$ cat src/rreq_pkg.sv
// shared constants and types of the expedite queue
`default_nettype none
package rreq_pkg;

  localparam int CAPACITY = 64;
  localparam int ID_W     = 16;
  localparam int CFG_W    = 7;
  localparam int CNT_W    = $clog2(CAPACITY + 1);

  localparam logic MODE_SERVE    = 1'b0;
  localparam logic MODE_EXPEDITE = 1'b1;

  // what a cell loads at the next edge
  typedef enum logic [2:0] {
    SEL_HOLD,
    SEL_RIGHT,
    SEL_LEFT,
    SEL_HEAD,
    SEL_NEW,
    SEL_FILL
  } cell_sel_t;

  typedef struct packed {
    cell_sel_t         sel;
    logic [ID_W-1:0]   cmd_id;
  } cell_ctl_t;

endpackage
`default_nettype wire

$ cat src/rreq_cell.sv
// one list slot: holds an id, shifts with its neighbors, compares to the command id
`default_nettype none
module rreq_cell
  import rreq_pkg::*;
(
  input  logic            clk,
  input  cell_ctl_t       ctl,
  input  logic [ID_W-1:0] left_id,
  input  logic [ID_W-1:0] right_id,
  input  logic [ID_W-1:0] head_id,
  input  logic [ID_W-1:0] fill_id,
  output logic [ID_W-1:0] value,
  output logic            match
);

  // slot register and registered compare
  always_ff @(posedge clk) begin
    unique case (ctl.sel)
      SEL_HOLD:  value <= value;
      SEL_RIGHT: value <= right_id;
      SEL_LEFT:  value <= left_id;
      SEL_HEAD:  value <= head_id;
      SEL_NEW:   value <= ctl.cmd_id;
      SEL_FILL:  value <= fill_id;
      default:   value <= value;
    endcase
    match <= (value == ctl.cmd_id);
  end

endmodule
`default_nettype wire

$ cat src/round_robin_expedite_queue_core.sv
// top level: service list as a row of cells with its command sequencer
//
//   channel  | handshake             | payload
//   ---------+-----------------------+---------------------------
//   in       | in_valid / in_ready   | mode, id
//   out      | out_valid / out_ready | served_id, dropped
//   cfg      | cfg_valid / cfg_ready | initial_count
//
// Every command passes through accept, compare in all cells, prefix of the
// hits, then at most one shift of the cell row. The cell row is the only
// resource. A serve waits in its last step while the previous item sits
// unread in the output register. Reset empties the list and clears the drop
// flag at once; a configuration write is taken only between commands and
// refills the whole row.
`default_nettype none
module round_robin_expedite_queue_core
  import rreq_pkg::*;
(
  input  logic             clk,
  input  logic             rst,
  input  logic             in_valid,
  output logic             in_ready,
  input  logic             mode,
  input  logic [ID_W-1:0]  id,
  output logic             out_valid,
  input  logic             out_ready,
  output logic [ID_W-1:0]  served_id,
  output logic             dropped,
  input  logic             cfg_valid,
  output logic             cfg_ready,
  input  logic [CFG_W-1:0] initial_count
);

  typedef enum logic [1:0] {ST_IDLE, ST_MATCH, ST_ORDER, ST_APPLY} state_t;

  state_t              state;
  logic                cmd_mode;
  logic [ID_W-1:0]     cmd_id;
  logic [CNT_W-1:0]    count;
  logic                drop;
  logic [CAPACITY-1:0] prior;
  logic                any_hit;

  logic [ID_W-1:0]     cell_val [CAPACITY];
  logic [CAPACITY-1:0] match_v;
  logic [CAPACITY-1:0] hit;
  logic [CAPACITY-1:0] prior_next;
  cell_ctl_t           ctl [CAPACITY];

  logic                cfg_fire;
  logic                apply_go;
  logic                take_new;
  logic                full;
  logic [CNT_W-1:0]    fill_count;

  assign in_ready  = (state == ST_IDLE);
  assign cfg_ready = (state == ST_IDLE);
  assign cfg_fire  = cfg_valid && cfg_ready;
  assign full      = (count == CNT_W'(CAPACITY));
  assign apply_go  = (state == ST_APPLY) &&
                     ((cmd_mode == MODE_EXPEDITE) || !out_valid || out_ready);
  assign take_new  = (cmd_mode == MODE_EXPEDITE) && (any_hit || !full);
  assign fill_count = (int'(initial_count) > CAPACITY) ? CNT_W'(CAPACITY)
                                                       : CNT_W'(initial_count);

  // cell row with per-slot control
  for (genvar i = 0; i < CAPACITY; i++) begin : g_cell
    localparam logic [CAPACITY-1:0] LOW_MASK =
      (CAPACITY'(1) << i) - CAPACITY'(1);
    logic [ID_W-1:0] left_id;
    logic [ID_W-1:0] right_id;

    if (i == 0) begin : g_first
      assign left_id = '0;
    end else begin : g_inner_l
      assign left_id = cell_val[i-1];
    end
    if (i == CAPACITY - 1) begin : g_last
      assign right_id = '0;
    end else begin : g_inner_r
      assign right_id = cell_val[i+1];
    end

    // only slots inside the list may hit; earlier hit decides the shift
    assign hit[i]        = match_v[i] && (i < int'(count));
    assign prior_next[i] = |(hit & LOW_MASK);

    always_comb begin
      ctl[i].cmd_id = cmd_id;
      ctl[i].sel    = SEL_HOLD;
      if (cfg_fire) begin
        ctl[i].sel = SEL_FILL;
      end else if (apply_go && (cmd_mode == MODE_SERVE) && (count != '0)) begin
        if (i + 1 < int'(count)) begin
          ctl[i].sel = SEL_RIGHT;
        end else if (i + 1 == int'(count)) begin
          ctl[i].sel = SEL_HEAD;
        end
      end else if (apply_go && take_new) begin
        if (i == 0) begin
          ctl[i].sel = SEL_NEW;
        end else if (!prior[i] && (i <= int'(count))) begin
          ctl[i].sel = SEL_LEFT;
        end
      end
    end

    rreq_cell u_cell (
      .clk      (clk),
      .ctl      (ctl[i]),
      .left_id  (left_id),
      .right_id (right_id),
      .head_id  (cell_val[0]),
      .fill_id  (ID_W'(i + 1)),
      .value    (cell_val[i]),
      .match    (match_v[i])
    );
  end

  // sequencer, list count, drop flag and output register
  always_ff @(posedge clk) begin
    if (rst) begin
      state     <= ST_IDLE;
      count     <= '0;
      drop      <= 1'b0;
      out_valid <= 1'b0;
    end else begin
      // output register: loaded by a serve, emptied by the receiver
      if (apply_go && (cmd_mode == MODE_SERVE)) begin
        out_valid <= 1'b1;
      end else if (out_valid && out_ready) begin
        out_valid <= 1'b0;
      end
      unique case (state)
        ST_IDLE: begin
          if (in_valid && in_ready) begin
            cmd_mode <= mode;
            cmd_id   <= id;
            state    <= ST_MATCH;
          end
        end
        ST_MATCH: begin
          state <= ST_ORDER;
        end
        ST_ORDER: begin
          prior   <= prior_next;
          any_hit <= |hit;
          state   <= ST_APPLY;
        end
        ST_APPLY: begin
          if (apply_go) begin
            state <= ST_IDLE;
            if (cmd_mode == MODE_SERVE) begin
              served_id <= (count != '0) ? cell_val[0] : '0;
              dropped   <= drop;
            end else if (!any_hit) begin
              if (full) begin
                drop <= 1'b1;
              end else begin
                count <= count + CNT_W'(1);
              end
            end
          end
        end
        default: state <= ST_IDLE;
      endcase
      if (cfg_fire) begin
        count <= fill_count;
      end
    end
  end

endmodule
`default_nettype wire

$ cat config.mk
export PLATFORM = sky130hd
export DESIGN_NAME = round_robin_expedite_queue_core
export DESIGN_NICKNAME = d
export VERILOG_FILES = /design/src/rreq_pkg.sv /design/src/rreq_cell.sv /design/src/round_robin_expedite_queue_core.sv
export SDC_FILE = /design/constraint.sdc
export NUM_CORES = 2
export LEC_CHECK = 0
export ABC_AREA = 0
export BUFFER_PORTS_ARGS = -buffer_cell sky130_fd_sc_hd__buf_2
export CORE_MARGIN = 2
export CORE_UTILIZATION = 37
export DETAILED_ROUTE_END_ITERATION = 8
export SLEW_MARGIN = 20
export SYNTH_ARGS = -nofsm -noshare
export SYNTH_HDL_FRONTEND = slang
export SYNTH_HIERARCHICAL = 1
export SYNTH_SLANG_ARGS = --single-unit
export TNS_END_PERCENT = 10
$ cat constraint.sdc
create_clock -name clk -period 5.1 [get_ports clk]
set_input_delay 0.51 -clock clk [delete_from_list [all_inputs] [get_ports clk]]
set_output_delay 0.51 -clock clk [all_outputs]
set_load 0.01 [all_outputs]
# Word-level counts from Yosys, hierarchy flattened
# Index checks and enable logic that the tools add are counted.
# totals
register_bits,1197
in_bits,29
output_inout_bits,20
wordCells,1528
# classes
add_sub_neg,1
n_lt_le_gt_ge,129
n_eq_ne,455
mux,459
n_bitwise,3
n_reduce_logical,343
# op_table
op,count
$pmux W16 S5,62
$eq A16 B16 Y1,64
$mux W2,249
$mux W3,136
$eq A3 B3 Y1 const B,128
$eq A3 B2 Y1 const B,127
$reduce_bool A5 Y1,62
$eq A7 B7 Y1 const A,33
$le A6 B7 Y1 const A,32
$lt A6 B7 Y1 const A,32
$eq A3 B1 Y1 const B,64
$logic_and A1 B1 Y1,135
$pmux W16 S4,2
$eq A6 B7 Y1 const A,16
$le A5 B7 Y1 const A,16
$lt A5 B7 Y1 const A,16
$logic_not A1 Y1,65
$reduce_or A64 Y1,1
$reduce_or A63 Y1,1
$reduce_or A62 Y1,1
$reduce_or A61 Y1,1
$reduce_or A60 Y1,1
$reduce_or A59 Y1,1
$reduce_or A58 Y1,1
other kinds (89),144

# Longest topological paths before layout
# logic_depth
word_depth,11
ltp_mapped,14
mapped_depth_nobuf,11

# By module
# Netlist, hierarchy kept.
# modules_own_cells
mod,n_inst,cells_per_inst,area_each_um2,seq_area_each_um2
rreq_cell,64,169,1497.7,500.5
round_robin_expedite_queue_core,1,977,8051.5,3163.0

# Worst setup path before layout
# OpenSTA, ideal clock, no wires.
# synth_timing
path_type,reg2reg
startpoint,register count[1]
endpoint,register g_cell[53].u_cell.value[0] (enable)
setup_time_ps,394
arrival_ps,3884
required_time_ps,4706
slack_ps,822
stages_incl_launch_ff,15
n_path_buf,5
period_less_slack_ps,4278
cell_sequence,dfxtp_1 clkbuf_1 inv_1 ha_1 nor3b_1 a211o_1 clkbuf_1 nor3_1 clkbuf_1 o211ai_1 a21oi_1 clkbuf_1 clkbuf_1 nor3_1 a21oi_1
# synth_rtl
element,line_no,source
"start, declared",round_robin_expedite_queue_core.sv:39,logic [CNT_W-1:0] count;
"start signal, assigned",round_robin_expedite_queue_core.sv:160,count <= count + CNT_W'(1);
"start signal, assigned",round_robin_expedite_queue_core.sv:168,count <= fill_count;
"end signal, assigned",rreq_cell.sv:19,SEL_HOLD: value <= value;
"end signal, assigned",rreq_cell.sv:20,SEL_RIGHT: value <= right_id;
"end signal, assigned",rreq_cell.sv:21,SEL_LEFT: value <= left_id;
"end, declared",rreq_cell.sv:12,"output logic [ID_W-1:0] value,"

==> metrics.yaml <==
global_route:
  grt_pass1_wl_mm: 553.1
  overflow: 0
  antenna_found_initial: 7
  grt_pass1_vias: 86460
  grtUsageTotal: 0.2429
  grt_max_degree: 107
synthesis:
  synth_area_mm2: 0.1039
  synth_ff_type: "edfxtp_1"
  syn_inst: 11790
  yosysWarnings: 6
  ys_seq_area_frac: 0.3387
  yosys.cell_types.count: 79
  synth-edff-count: 1122
  synth_area_per_cell_um2: 8.811
  async_flop_share: 0
  ys_ff_latch: 1197
sta:
  post-route-min-period_ns: 4.303
  slew_headroom: 0.1061
  fin_crit_sh: 0.8437
  fin_tns_setup_ns: 0
  rsz0062_at_grt: "false"
  maxSlewViolCount: 0
  tightest_slew_ns: 1.329
  setup_viol: 0
  finalHoldViolations: 0
  clock_skew_ns: 0.05634
  fmax_mhz: 232.4
detailed_routing:
  drt_wl_total_mm: 360.7
  routed_via_density: 5.809
  route.detailed.drc: 0
  drt_iter0_markers: 10330
  drtPass1Iterations: 6
  drtAntennaViolNets: 0
  dr_total_vias: 94680
  post_drt_wl_per_cell_um: 22.13
outcome:
  status: "finished clean"
finish:
  fillers: 27610
  layout-drive-gt1-share: 0.07383
  utilization: 0.4238
  nNetsFinal: 12500
  multi_input_area_mm2: 0.06833
  layout.area.seq_mm2: 0.03520
  area_growth_pct: 13.97
floorplan:
  dieArea_mm2: 0.2851
  die_y_um: 533.9
  ioPinCount: 49
  initial_core_util: 0.3719
  rows: 194
  core-area_mm2: 0.2794
  die_x_um: 533.9
cts:
  clockRootBuffer: "clkbuf_16"
  postCtsResizedCells: 0
  cts_tree: "yes"
  cts_buffer_depth: 4
  h-tree-depth: 4
  cts_inserted_buffers: 158
  clock_latency_ns: 0.86
  cts.sinks: 1197
  clkTransAtPathRegs_ns: 0.06
critical_path:
  start_kind: "flip-flop"
  slowest_stage: "a21oi_1"
  critPathRequiredTime_ns: 5.62
  worstPathArrival_ns: 4.82
  path_delay_family: "compound AO/OA/AOI/OAI gates"
  crit_type: "flip-flop to flip-flop"
  cp.depth: 11
  slowest_delay_ns: 0.80
  r2r_cells: 11
  endpoint_kind: "flip-flop"
  path_cells: "inv_1, ha_1, nor3b_2, nand4_1, o211ai_1, buf_12, nor3_1, a31oi_1, nor2_2, a21oi_1, buf_4"
  crit_fanout: 29
  cp_num_buf_inv: 3
place:
  gp_congestion: 0.9732
  port_buffers: 48
  hpwl_mm: 246.4
pwr:
  p_per_area_mw_per_mm2: 658.7
  power_leakage_nw: 43.83
  total_power_mw: 78.00
  ir_drop_mv: 0.4749
worst_hold_path:
  hold_class: "input port to flip-flop"
  holdPathStages: 3
flow_run:
  drv_cap: 0
-- worst min-delay path: cells and delay by family --
kind,cells,cell delay [ns]
AO/OA/AOI/OAI,2,0.20
buffers and inverters,1,0.16
-- final timing paths --
path                    start                          to  slack (ns)
max                  count[1]  g_cell[57].u_cell/value[5]        0.80
min          initial_count[3]                    count[3]        0.07
max reg2reg          count[1]  g_cell[57].u_cell/value[5]        0.80
min reg2reg          state[0]                    state[0]        0.53
-- logic make-up (layout without fill, tap and decap cells) --
group / after synthesis / after routing / synth area share
and+or+nand+nor: 2826 / 2826 / 0.1403
adders and majority gates: 8 / 8 / 0.0009634
muxes: 1027 / 1027 / 0.09894
DFF: 1197 / 1197 / 0.3387
other: 2 / 1075 / 0.00007228
AOI/OAI and AO/OA: 4495 / 4495 / 0.2830
buffers and inverters: 1209 / 916 / 0.05127
xor gates and xnor gates: 1029 / 1029 / 0.08674
-- power breakdown --
group | switching, mW | internal [mW]
Combinational | 24.5 | 17.8
Clock | 4.71 | 6.02
Sequential | 6.70 | 18.3
Total | 35.9 | 42.1
-- cells in the final DEF (no fill, tap or decap), types with 162 or more instances in the layout --
| cell | synthesis | layout |
|---|---|---|
| xnor2_1 | 1028 | 1028 |
| nor2b_1 | 1032 | 1030 |
| nor2_1 | 1140 | 1086 |
| clkbuf_16 | 0 | 162 |
| a211o_1 | 1027 | 1026 |
| nand4_1 | 268 | 268 |
| edfxtp_1 | 1122 | 1122 |
| buf_4 | 70 | 411 |
| o21ai_0 | 1951 | 1895 |
| mux2i_1 | 1027 | 1027 |
| a211oi_1 | 1046 | 1046 |
| o21ai_1 | 196 | 196 |
| conb_1 | 2 | 1072 |
-- layer usage --
layer,vias up,track usage,wire [um]
met3,639,0.03184,26720
met5,-,0,44
met1,45700,0.3547,164900
met2,3707,0.3702,157300
met4,8,0.07376,11720
li1,44630,-,-
-- area by class of cell --
class | count | area share
Timing Repair Buffer | 562 | 0.04415
Clock buffer | 211 | 0.03621
Tap cell | 3724 | 0.03935
Sequential cell | 1197 | 0.2973
Multi-Input combinational cell | 10460 | 0.5770
Clock inverter | 53 | 0.003011
Inverter | 90 | 0.002916
Antenna cell | 3 | 0.00006340
-- state kept, by name (all words and copies together) (netlist names) --
signal,flops
state,2
any_hit,1
g_cell.u_cell/value,1024
out_valid,1
g_cell.u_cell/match,64
cmd_id,16
cmd_mode,1
dropped,1
served_id,16
count,7
prior,63
drop,1
-- metrics by stage --
step,cells,hold slack (ns),cell area (um^2),setup WS (ns)
after floorplan,12860,0.4088,107900,0.8217
after global placement,16010,0.5088,113500,0.9294
after detailed placement,16010,0.5184,113500,0.8625
after CTS,16290,0.03386,118400,0.8396
after global routing,16300,0.1017,118400,0.5739
final,16300,0.07080,118400,0.7970
-- Yosys cell counts (4+ instances only) --
cell | count | area (um^2)
and2_1 | 26 | 162.7
a211oi_1 | 1046 | 7853
a21o_1 | 8 | 60.06
nand2_1 | 93 | 349.1
nor2b_1 | 1032 | 6456
inv_1 | 87 | 326.6
dfxtp_1 | 75 | 1501
a21boi_0 | 9 | 67.56
a31oi_1 | 36 | 225.2
nand4_1 | 268 | 1677
xnor2_1 | 1028 | 9004
a2111oi_0 | 4 | 35.03
clkbuf_1 | 635 | 2384
o31ai_1 | 5 | 37.54
nor3b_1 | 4 | 30.03
nor2_1 | 1140 | 4279
o21ai_0 | 1951 | 9764
buf_2 | 403 | 2017
o22ai_1 | 6 | 37.54
or3_1 | 14 | 87.58
and3_1 | 8 | 50.05
edfxtp_1 | 1122 | 33690
nor4_1 | 67 | 419.2
o211ai_1 | 4 | 30.03
a21oi_1 | 149 | 745.7
nand3_1 | 31 | 155.2
a211o_1 | 1027 | 8995
nor3_1 | 106 | 530.5
mux2i_1 | 1027 | 10280
buf_4 | 70 | 525.5
ha_1 | 8 | 100.1
o21ai_1 | 196 | 980.9
or2_2 | 7 | 43.79
buf_1 | 8 | 30.03
o32a_1 | 17 | 170.2
nand2b_1 | 7 | 43.79
-- what timing repair did --
| action | 4_1_cts | 5_1_grt |
|---|---|---|
| hold buffers | 17 | 0 |
| hold endpoints to repair | 17 | 0 |
| setup buffers | 0 | 0 |
(Power assumes the default switching activity.)
